[config.mk]
export PLATFORM = sky130hd
export DESIGN_NAME = sle_walker
export DESIGN_NICKNAME = d
export VERILOG_FILES = /design/src/rtl/core/sprite_line_evaluator_macros.svh /design/src/rtl/core/sle_pkg.sv /design/src/rtl/core/sle_walker.sv
export SDC_FILE = /design/constraint.sdc
export NUM_CORES = 1
export LEC_CHECK = 0
export BUFFER_PORTS_ARGS = -buffer_cell sky130_fd_sc_hd__buf_4
export CAP_MARGIN = 20
export CELL_PAD_IN_SITES_DETAIL_PLACEMENT = 0
export CELL_PAD_IN_SITES_GLOBAL_PLACEMENT = 1
export CORE_ASPECT_RATIO = 2
export CORE_MARGIN = 3
export CORE_UTILIZATION = 41
export CTS_CLUSTER_SIZE = 24
export DETAILED_ROUTE_END_ITERATION = 10
export GPL_ROUTABILITY_DRIVEN = 0
export PLACE_DENSITY_LB_ADDON = 0.05
export SLEW_MARGIN = 10
export SYNTH_ARGS = -nofsm -noshare
export SYNTH_HDL_FRONTEND = slang
export SYNTH_SLANG_ARGS = --single-unit
[constraint.sdc]
create_clock -name clk -period 18.9 [get_ports clk]
set_input_delay 2.835 -clock clk [delete_from_list [all_inputs] [get_ports clk]]
set_output_delay 2.835 -clock clk [all_outputs]
set_load 0.01 [all_outputs]
[src/rtl/core/sprite_line_evaluator_macros.svh]
// assertion macros for the sprite line evaluator
`ifndef SPRITE_LINE_EVALUATOR_MACROS_SVH
`define SPRITE_LINE_EVALUATOR_MACROS_SVH

// same-cycle implication, sampled on clk, off during rst
`define SLE_ASSERT_NOW(label, ante, cons) \
  label: assert property (@(posedge clk) disable iff (rst) (ante) |-> (cons)) \
    else $error("sprite line evaluator check failed");

// next-cycle implication, sampled on clk, off during rst
`define SLE_ASSERT_NEXT(label, ante, cons) \
  label: assert property (@(posedge clk) disable iff (rst) (ante) |=> (cons)) \
    else $error("sprite line evaluator check failed");

`endif

[src/rtl/core/sle_pkg.sv]
// types, constants and tables shared by the sprite line evaluator
`timescale 1ns / 1ps
package sle_pkg;

  localparam int TableEntries = 128;
  localparam int EntryW       = 7;
  localparam int AddrW        = $clog2(TableEntries);

  localparam int StepsWide    = 80;
  localparam int StepsNarrow  = 64;
  localparam int HitLimitWide = 20;
  localparam int HitLimitNarrow = 16;

  typedef logic [EntryW:0] entry_cnt_t;

  localparam logic [1:0] ActWriteA = 2'd0;
  localparam logic [1:0] ActWriteB = 2'd1;
  localparam logic [1:0] ActEval   = 2'd2;
  localparam logic [1:0] ActUnused = 2'd3;

  typedef logic [0:0] cfg_index_t;
  localparam cfg_index_t CfgWideMode  = 1'd0;
  localparam cfg_index_t CfgInterlace = 1'd1;

  // sprite height by size code
  localparam logic [5:0] HeightOfCode [4] = '{6'd8, 6'd16, 6'd24, 6'd32};

  typedef struct packed {
    logic [1:0]        action;
    logic [EntryW-1:0] entry;
    logic [15:0]       y_word;
    logic [7:0]        size_byte;
    logic [EntryW-1:0] next_link;
    logic [15:0]       x_word;
    logic [15:0]       attr_word;
    logic [8:0]        scanline;
    logic              vint_flag;
  } cmd_item_t;

  typedef struct packed {
    logic        found;
    logic [4:0]  slot;
    logic [6:0]  walk_step;
    logic [15:0] hit_y_word;
    logic [15:0] hit_x_word;
    logic [15:0] hit_attr_word;
    logic [7:0]  hit_size_byte;
    logic        overflow;
    logic        last;
  } res_item_t;

  typedef struct packed {
    logic [15:0]       y_word;
    logic [7:0]        size_byte;
    logic [EntryW-1:0] next_link;
    logic [15:0]       x_word;
    logic [15:0]       attr_word;
  } sprite_entry_t;

  typedef struct packed {
    logic              wr_a;
    logic              wr_b;
    logic [EntryW-1:0] wr_addr;
    sprite_entry_t     wr_entry;
    logic              rd_en;
    logic [EntryW-1:0] rd_addr;
  } tbl_req_t;

endpackage

[src/rtl/core/sle_walker.sv]
// command decode, linked-list walk and result buffering
`timescale 1ns / 1ps
module sle_walker (
  input  logic                   clk,
  input  logic                   rst,
  input  logic                   wide_mode,
  input  logic                   interlace_double,
  input  logic                   cmd_valid,
  input  sle_pkg::cmd_item_t     cmd_data,
  output logic                   cmd_ready,
  output logic                   res_valid,
  output sle_pkg::res_item_t     res_data,
  input  logic                   res_ready,
  output sle_pkg::tbl_req_t      tbl_req,
  input  sle_pkg::sprite_entry_t entry
);
  import sle_pkg::*;

  typedef enum logic [1:0] {S_IDLE, S_EVAL, S_FLUSH} state_t;

  state_t     state;
  logic [8:0] line;
  logic       vint;
  logic [6:0] step;
  logic [4:0] hits;
  res_item_t  pend;
  logic       pv;
  res_item_t  outr;
  logic       ov;

  logic       cmd_take;
  logic [8:0] ypos;
  logic [9:0] ypos_end;
  logic       hit;
  logic [4:0] limit_m1;
  logic [6:0] step_m1;
  logic       limit_reached;
  logic       walk_done;
  logic       out_free;
  logic       stall;
  logic       advance;
  res_item_t  new_hit;
  res_item_t  flush_item;
  res_item_t  no_hit;

  assign cmd_ready = (state == S_IDLE);
  assign cmd_take  = cmd_valid && cmd_ready;
  assign res_valid = ov;
  assign res_data  = outr;
  assign out_free  = !ov || res_ready;

  assign ypos     = interlace_double ? entry.y_word[9:1] : entry.y_word[8:0];
  assign ypos_end = {1'b0, ypos} + {4'b0, HeightOfCode[entry.size_byte[1:0]]};
  assign hit      = (line >= ypos) && ({1'b0, line} < ypos_end);

  assign limit_m1 = wide_mode ? 5'(HitLimitWide - 1) : 5'(HitLimitNarrow - 1);
  assign step_m1  = wide_mode ? 7'(StepsWide - 1) : 7'(StepsNarrow - 1);

  assign limit_reached = hit && (hits == limit_m1);
  assign walk_done     = limit_reached || (entry.next_link == '0) || (step == step_m1);

  // a new hit pushes the held one out, so it needs a free output slot
  assign stall   = hit && pv && !out_free;
  assign advance = (state == S_EVAL) && !stall;

  always_comb begin
    new_hit               = '0;
    new_hit.found         = 1'b1;
    new_hit.slot          = hits;
    new_hit.walk_step     = step;
    new_hit.hit_y_word    = entry.y_word;
    new_hit.hit_x_word    = entry.x_word;
    new_hit.hit_attr_word = entry.attr_word;
    new_hit.hit_size_byte = entry.size_byte;
    new_hit.overflow      = limit_reached && !vint;
    new_hit.last          = limit_reached;

    flush_item      = pend;
    flush_item.last = 1'b1;

    no_hit      = '0;
    no_hit.last = 1'b1;
  end

  always_comb begin
    tbl_req                    = '0;
    tbl_req.wr_a               = cmd_take && (cmd_data.action == ActWriteA);
    tbl_req.wr_b               = cmd_take && (cmd_data.action == ActWriteB);
    tbl_req.wr_addr            = cmd_data.entry;
    tbl_req.wr_entry.y_word    = cmd_data.y_word;
    tbl_req.wr_entry.size_byte = cmd_data.size_byte;
    tbl_req.wr_entry.next_link = cmd_data.next_link;
    tbl_req.wr_entry.x_word    = cmd_data.x_word;
    tbl_req.wr_entry.attr_word = cmd_data.attr_word;
    tbl_req.rd_en   = (cmd_take && (cmd_data.action == ActEval)) || (advance && !walk_done);
    tbl_req.rd_addr = (state == S_IDLE) ? '0 : entry.next_link;
  end

  always_ff @(posedge clk) begin
    if (rst) begin
      state <= S_IDLE;
      pv    <= 1'b0;
      ov    <= 1'b0;
    end else begin
      if (ov && res_ready) begin
        ov <= 1'b0;
      end
      case (state)
        S_IDLE: begin
          if (cmd_take && (cmd_data.action == ActEval)) begin
            line  <= cmd_data.scanline;
            vint  <= cmd_data.vint_flag;
            step  <= '0;
            hits  <= '0;
            pv    <= 1'b0;
            state <= S_EVAL;
          end
        end
        S_EVAL: begin
          if (advance) begin
            if (hit) begin
              if (pv) begin
                outr <= pend;
                ov   <= 1'b1;
              end
              pend <= new_hit;
              pv   <= 1'b1;
              hits <= hits + 5'd1;
            end
            if (walk_done) begin
              state <= S_FLUSH;
            end else begin
              step <= step + 7'd1;
            end
          end
        end
        S_FLUSH: begin
          if (out_free) begin
            outr  <= pv ? flush_item : no_hit;
            ov    <= 1'b1;
            state <= S_IDLE;
          end
        end
        default: begin
          state <= S_IDLE;
        end
      endcase
    end
  end

endmodule

**Yosys cells after proc, flatten, opt, wreduce, memory -nomap -nowiden**

Cells that the tools add are included.

- Flip-flop bits (word level): 167
- Input port bits: 151
- Logic and storage cells: 114

- Add/subtract/negate cells: 3
- $lt $le $gt $ge: 3
- Equality and inequality tests: 13
- Multiplexer cells: 36
- Bitwise gates (word level): 2
- Reduce and logical (&&, ||, !) cells: 33

Operators by type and width:

| cell | number |
|---|---|
| $mux W71 | 5 |
| $pmux W71 S2 | 1 |
| $mux W7 | 5 |
| $mux W5 | 4 |
| $pmux W7 S2 | 1 |
| $bmux W6 S2 | 1 |
| $logic_and A1 B1 Y1 | 12 |
| $mux W6 | 2 |
| $ne A2 B2 Y1 const B | 6 |
| $reduce_and A4 Y1 | 3 |
| $add A9 B6 Y10 | 1 |
| $lt A9 B10 Y1 | 1 |
| $pmux W5 S2 | 1 |
| $reduce_and A5 Y1 | 2 |
| $ge A9 B9 Y1 | 1 |
| $mux W9 | 1 |
| $mux W1 | 8 |
| $mux W2 | 4 |
| $add A7 B1 Y7 const B | 1 |
| $eq A7 B7 Y1 | 1 |
| $logic_not A7 Y1 | 1 |
| $pmux W2 S3 | 1 |
| $reduce_and A6 Y1 | 1 |
| $add A5 B1 Y5 const B | 1 |
| other kinds (13) | 25 |

**Logic depth before layout (Yosys ltp)**

Gate-level depths: netlist (run 1).

- Depth after elaboration: 13
- Depth in mapped cells: 16
- Depth with buffers taken out: 16

**Least setup slack after synthesis (run 1)**

OpenSTA, ideal clock, no wires.

- Kind: input to register
- From: input port entry[39] (netlist bit)
- To: register outr, in the netlist res_data[0] (enable)
- Library setup time: 588 ps
- Arrival time: 10436 ps
- Required time: 18312 ps
- Path slack: 7876 ps
- Cell stages on the path: 15
- Cell sequence: inv_1 -> ha_1 -> or2_2 -> ha_1 -> fa_1 -> a21oi_1 -> nor2_4 -> xor2_1 -> ha_1 -> or3_1 -> a21oi_1 -> a41oi_1 -> a211oi_4 -> a31oi_1 -> nor3_1

- Cells in the longest elaborated chain, start to end: 13

Ends and longest elaborated chain:

| what | line | RTL |
|---|---|---|
| start: declaration | sle_walker.sv:15 | `input sle_pkg::sprite_entry_t entry` |
| $not A2 Y3 (not written as such) (*) | sle_walker.sv:53 | `assign ypos_end = {1'b0, ypos} + {4'b0, HeightOfCode[entry.size_byte[1:0]]};` |
| $bmux W6 S2 (*) | sle_walker.sv:53 |  |
| $mux W6 (not written as such) (*) (2 in series) | sle_walker.sv:53 |  |
| $add A9 B6 Y10 (*) | sle_walker.sv:53 |  |
| $lt A9 B10 Y1 (*) | sle_walker.sv:54 | `assign hit = (line >= ypos) && ({1'b0, line} < ypos_end);` |
| $logic_and A1 B1 Y1 (*) | sle_walker.sv:54 |  |
| $logic_and A1 B1 Y1 (2 in series) | sle_walker.sv:63 | `assign stall = hit && pv && !out_free;` |
| $logic_not A1 Y1 | sle_walker.sv:64 | `assign advance = (state == S_EVAL) && !stall;` |
| $logic_and A1 B1 Y1 | sle_walker.sv:64 |  |
| $ne A2 B2 Y1 (no source line) | - |  |
| $reduce_and A6 Y1 (no source line) (*) | - |  |
| end signal: assignment | sle_walker.sv:123 | `outr <= pend;` |
| end signal: assignment | sle_walker.sv:139 | `outr <= pv ? flush_item : no_hit;` |
| end: declaration | sle_walker.sv:28 | `res_item_t outr;` |

Mark *: on every way between the ends. The rest lies on a longest branch, timed or not. The select of a mux whose other input is x is not followed.
A chain may end at the register's enable or synchronous reset.

==> results.rst, run 1 <==
.. list-table::
   :header-rows: 1

   * - Metric
     - Value
   * - Cell Int Power
     - 733.4 uW
   * - Proportion of power drawn by flip-flops and latches
     - 0.488
   * - Setup violations, final
     - 0
   * - Max-Cap Viols
     - 0
   * - Largest net degree at the start of global routing
     - 72
   * - Antenna violations before repair
     - 0
   * - Syn. warnings
     - 0
   * - Count of fill cells added during filler insertion
     - 1511
   * - Via count normalized by instance count
     - 4.874
   * - Critical Path Source Type
     - input pin
   * - Total core area
     - 17360 sq um
   * - Combinational cell fraction of total power
     - 0.182
   * - Clock tree from TritonCTS
     - yes
   * - Final Instance Count excl. Fillers
     - 815
   * - Sequential share of the synthesized area
     - 0.6833
   * - Shortest period the worst path allows
     - 9077 ps
   * - Post-Place Setup Slack
     - 9798 ps
   * - Worst ir drop on vdd
     - 57.42 uV
   * - Top routing layer in use
     - met4
   * - P per Cell Area
     - 110.8 nW/um^2
   * - Gate count of the mapped netlist
     - 489
   * - Cell-by-cell listing of the critical path
     - buf_4 -> inv_1 -> ha_1 -> or2_2 -> ha_1 -> fa_1 -> a21oi_1 -> nor2_4 -> xor2_1 -> ha_1 -> or3_1 -> a21oi_1 -> a41oi_1 -> a211oi_4 -> a21o_2 -> nand2_1 -> buf_4
   * - Tightest Hold Check Type
     - flop to flop
   * - Root Driver
     - sky130_fd_sc_hd__clkbuf_16
   * - Antenna Nets Post-Route
     - 0
   * - Top Ports
     - 304
   * - Deepest level of the CTS H-tree
     - 4
   * - Critical-path top delay cell
     - sky130_fd_sc_hd__a211oi_4
   * - Crit path arrival time
     - 6240 ps
   * - Remaining Overflow, GRT
     - 0
   * - Number of iterations in the first detailed-routing pass
     - 5
   * - Synth cell types
     - 48
   * - Via count of the first global-routing pass
     - 4131
   * - Effective utilization at floorplan
     - 0.4195
   * - Die Footprint
     - 19490 sq um
   * - Nets
     - 771
   * - Crit end category
     - output port
   * - Slew @ Worst Pin
     - 955.2 ps
   * - Initial DRC Count
     - 125
   * - Number of buffers inserted during clock tree synthesis
     - 17
   * - Worst clock skew
     - 7.248 ps
   * - Signed area change from the synthesized netlist to the final layout
     - 20.55%
   * - Most frequent cell on the critical path
     - sky130_fd_sc_hd__ha_1
   * - Clock insertion delay at the later pin of the skew report
     - 420 ps
   * - Switching share of total power
     - 0.2462
   * - Number of port buffers
     - 163
   * - Row count
     - 68
   * - DP Cell Count
     - 782
   * - Count of vias placed by the detailed router
     - 3972
   * - Cts repair resizes
     - 0
   * - Placed wire-length estimate after detailed placement
     - 10.25 mm
   * - PnR worst setup slack
     - 9823 ps
   * - Total wire length
     - 14.34 mm
   * - First-pass GRT wire length
     - 22.16 mm
   * - #FFs+latches synth
     - 167
   * - Result of the run
     - completed
   * - Clk pin slew, worst setup/hold paths
     - 60 ps
   * - Quantity of hold-fixing buffers added after cts
     - 0
   * - Critical path type
     - input pin to output port
   * - Number of enable flip-flop cells after synthesis
     - 163
   * - RSZ-0062 raised after global routing
     - no
   * - DR DRC count
     - 0
   * - Clk sink count
     - 167
   * - Global routing usage summed across all routing layers
     - 0.1502
   * - Post-synthesis area per instance
     - 14.89 sq um
   * - Maximum frequency from static timing analysis
     - 110.2 MHz
   * - Fraction of registers with async set/reset
     - 0
   * - Post-synth design cell area
     - 7281 sq um
   * - Number of buffers inserted to repair setup after CTS
     - 0
   * - Final hold violation count
     - 0
   * - Final sum of negative setup slack
     - 0 ps
   * - Dominant synthesized flop cell
     - sky130_fd_sc_hd__edfxtp_1
   * - Width of the chip
     - 100.2 microns
   * - Number of buffers on the longest clock path
     - 2
   * - Net switching power figure
     - 239.5 uW
   * - Wire length per cell after detailed routing
     - 17.59 microns
   * - Share of cells above drive strength 1
     - 0.3438
   * - Routed wire length on met3
     - 955 microns
   * - Die extent in y
     - 194.5 microns
   * - M1 wire length
     - 4.825 mm
   * - Post-route fraction of the period consumed by the critical path
     - 0.4803
   * - Synth Net Count
     - 667
   * - Met2 Wirelength
     - 7.611 mm
   * - Total count of max-transition violations in the final report
     - 0
   * - Maximum net fanout on the critical path
     - 9
   * - Largest stage delay on the critical path
     - 500 ps
   * - Antenna cells
     - 0
   * - Leakage power of the design
     - 0.003376 uW
   * - Part of the total power dissipated in the clock network
     - 0.330
   * - Required time reported for the critical path endpoint
     - 16070 ps
   * - Headroom to the max-slew limit
     - 0.3632
## metrics by stage
| stage | utilization | hold slack [ps] | total power [uW] | area (sq um) |
|---|---|---|---|---|
| after global placement | 0.4729 | 467.8 | 657.0 | 8208 |
| final | 0.5057 | 494.6 | 972.9 | 8777 |
| after global routing | 0.5057 | 519.8 | 1020 | 8777 |
| after CTS | 0.5043 | 504.6 | 986.4 | 8752 |
| after floorplan | - | 446.8 | 599.2 | 7281 |
| after detailed placement | 0.4729 | 489.7 | 661.3 | 8208 |
## layout make-up
class | instances | area [sq um] | area share
Tap cell | 210 | 262.8 | 0.02994
Timing Repair Buffer | 167 | 1264 | 0.1440
Inverter | 12 | 45.04 | 0.005132
Clock buffer | 19 | 432.9 | 0.04932
Clock inverter | 12 | 111.4 | 0.01269
Multi-Input combinational cell | 228 | 1687 | 0.1922
Sequential cell | 167 | 4975 | 0.5668
## worst paths after layout
path / start / to / slack, ps / cells after the start
setup / recovery: entry[39] / tbl_req[7] / 9820 / 17
hold / removal: step[1]$_SDFFCE_PN0P_ / flush_item[59]$_DFFE_PP_ / 490 / 0
setup reg to reg: line[6]$_DFFE_PP_ / flush_item[10]$_DFFE_PP_ / 15560 / 8
hold reg to reg: step[1]$_SDFFCE_PN0P_ / flush_item[59]$_DFFE_PP_ / 490 / 0
## critical path, delay by kind of cell
family	cells	cell delay, ps
AOI/OAI and AO/OA	5	1170
xor gates and xnor gates	1	160
adders and majority gates	4	1030
buffers and inverters	3	290
and+or+nand+nor	4	750
## Yosys cell counts (all sizes together) (2+ instances only)
cell type | count | area share
nand2b | 6 | 0.0052
a21o | 5 | 0.0055
and2 | 79 | 0.068
xnor2 | 7 | 0.0084
or2 | 2 | 0.0017
nor3 | 10 | 0.0069
edfxtp | 163 | 0.67
or3 | 2 | 0.0017
a31oi | 2 | 0.0017
nand2 | 12 | 0.0062
clkbuf | 9 | 0.0046
nor2b | 13 | 0.011
mux2i | 9 | 0.013
buf | 73 | 0.076
o21ai | 4 | 0.0027
xor2 | 4 | 0.0048
dfxtp | 4 | 0.011
a21oi | 8 | 0.0060
ha | 26 | 0.045
nand3 | 6 | 0.0041
inv | 12 | 0.0062
nor2 | 10 | 0.0062
a211o | 2 | 0.0024
a211oi | 5 | 0.0076
## metal layers
layer,vias up,track usage
li1,1870,-
met3,80,0.04849
met5,-,0
met1,1850,0.1509
met2,172,0.2538
met4,0,0.1084
## registers in the layout (all words and copies together), names as in the netlist
register and cells:
state 2, flush_item 69, res_data 71, line 9
hits 5, pv 1, pend 1, step 7
vint 1, res_valid 1
## power by group through the flow
stage,clock network (uW),registers (uW),logic (uW)
6_report,321,475,177
2_1_floorplan,0,492,107
4_1_cts,332,476,179
3_3_place_gp,0,482,175
3_5_place_dp,0,484,178
5_1_grt,345,480,196
## cells in the final DEF, fill, tap and decap left out, types with 2 or more instances in the layout
master	n
sky130_fd_sc_hd__buf_4	165
sky130_fd_sc_hd__edfxtp_1	163
sky130_fd_sc_hd__and2_1	78
sky130_fd_sc_hd__ha_1	26
sky130_fd_sc_hd__clkbuf_16	17
sky130_fd_sc_hd__nor2b_1	13
sky130_fd_sc_hd__inv_1	12
sky130_fd_sc_hd__nand2_1	12
sky130_fd_sc_hd__nor3_1	9
sky130_fd_sc_hd__mux2i_1	8
sky130_fd_sc_hd__nor2_1	8
sky130_fd_sc_hd__a21oi_1	7
sky130_fd_sc_hd__xnor2_1	7
sky130_fd_sc_hd__nand3_1	6
sky130_fd_sc_hd__nand2b_1	5
sky130_fd_sc_hd__clkinv_2	5
sky130_fd_sc_hd__xor2_1	4
sky130_fd_sc_hd__o21ai_0	4
sky130_fd_sc_hd__dfxtp_1	4
sky130_fd_sc_hd__a21o_1	3
sky130_fd_sc_hd__a211oi_1	3
sky130_fd_sc_hd__clkinv_1	3
sky130_fd_sc_hd__or2_2	2
sky130_fd_sc_hd__nor2_4	2
sky130_fd_sc_hd__or3_1	2
sky130_fd_sc_hd__a211o_1	2
sky130_fd_sc_hd__a31oi_1	2
sky130_fd_sc_hd__a21o_2	2
sky130_fd_sc_hd__clkinvlp_4	2
sky130_fd_sc_hd__clkbuf_1	2
sky130_fd_sc_hd__bufinv_16	2
## cell families after synthesis
kind of cell,count (synthesis),synth area share
AOI/OAI and AO/OA,33,0.03626
xor gates and xnor gates,11,0.01323
adders and majority gates,27,0.04743
buffers and inverters,94,0.08713
DFF,167,0.6833
muxes,10,0.01444
and+or+nand+nor,147,0.1182
(Power assumes the default switching activity.)
==> run 2, diff against run 1 <==
--- a/config.mk
+++ b/config.mk
@@ -11,7 +11,7 @@
 export CELL_PAD_IN_SITES_GLOBAL_PLACEMENT = 1
 export CORE_ASPECT_RATIO = 2
 export CORE_MARGIN = 3
-export CORE_UTILIZATION = 41
+export CORE_UTILIZATION = 34
 export CTS_CLUSTER_SIZE = 24
 export DETAILED_ROUTE_END_ITERATION = 10
 export GPL_ROUTABILITY_DRIVEN = 0
==> constraint.sdc (replaced) <==
create_clock -name clk -period 7.95 [get_ports clk]
set_input_delay 1.1925 -clock clk [delete_from_list [all_inputs] [get_ports clk]]
set_output_delay 1.1925 -clock clk [all_outputs]
set_load 0.01 [all_outputs]
==> run 2 against run 1 <==
Against the previous run:
- final cell count increased by 7.4%
- worst hold slack improved by 3.8 ps
- clock power increased to 2.5 times the previous value
- sequential share of layout area decreased by 0.85 points
- die area increased by 20%
- setup slack got worse by 7700 ps
- design area increased by 1.5%
- flip-flop and latch count unchanged
- clock skew increased by 2.1 ps
- register-to-register slack got worse by 11000 ps
- non-clock buffer count unchanged
- via count decreased by 1.1%
- critical path type unchanged
==> results.rst, run 2 (synthesis gave the netlist of run 1 again) <==
.. list-table::
   :header-rows: 1

   * - Metric
     - Value
   * - Slew @ Worst Pin
     - 920.1 ps
   * - Antenna cells
     - 0
   * - Reg2Reg Depth
     - 8
   * - Post-route fraction of the period consumed by the critical path
     - 0.7360
   * - Top Ports
     - 304
   * - Crit end category
     - output port
   * - Share of cells above drive strength 1
     - 0.3531
   * - Wire length per cell after detailed routing
     - 16.73 microns
   * - Total core area
     - 21020 sq um
   * - Most frequent cell on the critical path
     - sky130_fd_sc_hd__ha_1
   * - Total count of max-transition violations in the final report
     - 0
   * - Placed wire-length estimate after detailed placement
     - 10.64 mm
   * - Final hold violation count
     - 0
   * - Most common cell after layout, fill and taps aside
     - sky130_fd_sc_hd__buf_4
   * - First-pass GRT wire length
     - 22.08 mm
   * - DP Cell Count
     - 841
   * - Maximum net fanout on the critical path
     - 9
   * - Leakage power of the design
     - 0.003388 uW
   * - Setup violations, final
     - 0
   * - Maximum frequency from static timing analysis
     - 170.9 MHz
   * - Headroom to the max-slew limit
     - 0.3866
   * - Max-Cap Viols
     - 0
   * - Quantity of hold-fixing buffers added after cts
     - 0
   * - Worst ir drop on vdd
     - 140.9 uV
   * - Die Footprint
     - 23310 sq um
   * - Clk pin slew, worst setup/hold paths
     - 70 ps
   * - Deepest level of the CTS H-tree
     - 4
   * - Cell-by-cell listing of the critical path
     - buf_4 -> inv_1 -> ha_1 -> or2_2 -> ha_1 -> fa_1 -> a21oi_1 -> nor2_4 -> xor2_1 -> ha_1 -> or3_1 -> a21oi_1 -> a41oi_1 -> a211oi_4 -> a21o_2 -> nand2_1 -> buf_4
   * - Number of port buffers
     - 163
   * - R2r startpoint
     - line[6]$_DFFE_PP_
   * - Number of buffers and inverters on the critical path
     - 3
   * - Critical-path top delay cell
     - sky130_fd_sc_hd__a211oi_4
   * - Number of flip-flops under the largest register name
     - 71
   * - Clk sink count
     - 167
   * - Required time reported for the critical path endpoint
     - 6760 ps
   * - Result of the run
     - completed
   * - P per Cell Area
     - 264.9 nW/um^2
   * - Final sum of negative setup slack
     - 0 ps
   * - Root Driver
     - sky130_fd_sc_hd__clkbuf_16
   * - Initial DRC Count
     - 132
   * - Worst setup path startpoint
     - entry[39]
   * - DR DRC count
     - 0
   * - Crit path arrival time
     - 4660 ps
   * - Crit Reg-Reg Endpoint
     - flush_item[64]$_DFFE_PP_
   * - Remaining Overflow, GRT
     - 0
   * - Number of iterations in the first detailed-routing pass
     - 4
   * - Nets
     - 771
   * - Worst clock skew
     - 9.304 ps
   * - Via count normalized by instance count
     - 4.490
   * - Cts repair resizes
     - 0
   * - Largest stage delay on the critical path
     - 500 ps
   * - Via count of the first global-routing pass
     - 4154
   * - Total wire length
     - 14.64 mm
   * - Critical path type
     - input pin to output port
   * - Count of vias placed by the detailed router
     - 3929
   * - Signed area change from the synthesized netlist to the final layout
     - 22.39%
   * - Row count
     - 75
   * - Die extent in y
     - 213.0 microns
   * - Effective utilization at floorplan
     - 0.3464
   * - Family with the most delay on the worst path
     - compound AO/OA/AOI/OAI gates
   * - Number of buffers inserted to repair setup after CTS
     - 0
   * - Clock tree from TritonCTS
     - yes
   * - R2r setup slk
     - 4550 ps
   * - Most frequent cells in the layout
     - sky130_fd_sc_hd__buf_4 (164), sky130_fd_sc_hd__edfxtp_1 (163), sky130_fd_sc_hd__and2_1 (78), sky130_fd_sc_hd__ha_1 (26), sky130_fd_sc_hd__clkbuf_16 (17)
   * - RSZ-0062 raised after global routing
     - no
   * - Antenna violations before repair
     - 0
   * - Tightest Hold Check Type
     - flop to flop
   * - Clock insertion delay at the later pin of the skew report
     - 420 ps
   * - Shortest period the worst path allows
     - 5851 ps
   * - Largest net degree at the start of global routing
     - 72
   * - Width of the chip
     - 109.5 microns
   * - Levels on crit path
     - 17
   * - Antenna Nets Post-Route
     - 0
   * - Number of buffers inserted during clock tree synthesis
     - 17
   * - Critical Path Source Type
     - input pin
   * - Count of fill cells added during filler insertion
     - 1991
   * - End point of the critical path
     - tbl_req[7]
   * - Number of buffers on the longest clock path
     - 2
   * - Final Instance Count excl. Fillers
     - 875
   * - Global routing usage summed across all routing layers
     - 0.1300
[run 2: cell types whose count changed in the layout (fill, tap and decap cells not counted), moves of 2 or more]
cell,change
sky130_fd_sc_hd__clkinv_1,-3
sky130_fd_sc_hd__clkbuf_1,-2
sky130_fd_sc_hd__clkinvlp_4,+3
sky130_fd_sc_hd__inv_6,+4
[run 2: power breakdown]
part / switching [uW] / internal, uW / leakage (uW)
clock: 343 / 463 / 0.000272
combinational: 224 / 203 / 0.00160
sequential: 38.9 / 1090 / 0.00151
total: 606 / 1760 / 0.00339
[run 2: cell type report]
| class | count | area (sq um) | area share |
|---|---|---|---|
| clock buffer | 17 | 425.4 | 0.04774 |
| inverter | 12 | 45.04 | 0.005055 |
| clock inverter | 15 | 152.6 | 0.01713 |
| sequential | 167 | 4975 | 0.5583 |
| multi-input combinational | 228 | 1693 | 0.1900 |
| timing repair buffer | 167 | 1284 | 0.1441 |
| tap | 269 | 336.6 | 0.03777 |
[run 2: worst min-delay path by stage]
stage / end / start / slack, ps / cells after the start
2_1_floorplan: flush_item[59]$_DFFE_PP_ / step[1]$_SDFFCE_PN0P_ / 450 / 0
6_report: flush_item[59]$_DFFE_PP_ / step[1]$_SDFFCE_PN0P_ / 500 / 0
5_1_grt: state[0]$_SDFFE_PP0P_ / state[0]$_SDFFE_PP0P_ / 520 / 2
4_1_cts: flush_item[59]$_DFFE_PP_ / step[1]$_SDFFCE_PN0P_ / 500 / 0
3_3_place_gp: flush_item[59]$_DFFE_PP_ / step[1]$_SDFFCE_PN0P_ / 460 / 0
3_5_place_dp: flush_item[59]$_DFFE_PP_ / step[1]$_SDFFCE_PN0P_ / 470 / 0
[run 2: metal layers]
metal | up-vias | global-route usage | part of all wire
li1 | 1872 | - | -
met5 | - | 0 | 0
met4 | 0 | 0.07275 | 0.039
met2 | 163 | 0.2332 | 0.55
met3 | 50 | 0.04871 | 0.067
met1 | 1844 | 0.1243 | 0.34
[run 2: worst reg2reg max path: cells and delay by family (launching register included)]
kind	cells	cell delay, ps
buffers and inverters	1	340
adders and majority gates	1	300
and+or+nand+nor	3	1250
AOI/OAI and AO/OA	3	750
DFF	1	410
[run 2: through the flow]
step,setup WS (ps),cell area (sq um),utilization,power [uW],hold slack (ps)
after global placement,2137,8300,0.3949,1573,463.8
final,2099,8911,0.4239,2361,498.5
after detailed placement,2093,8300,0.3949,1578,470.9
after floorplan,524.4,7286,-,1422,446.8
after global routing,1967,8911,0.4239,2486,516.5
after CTS,2105,8879,0.4224,2397,501.2
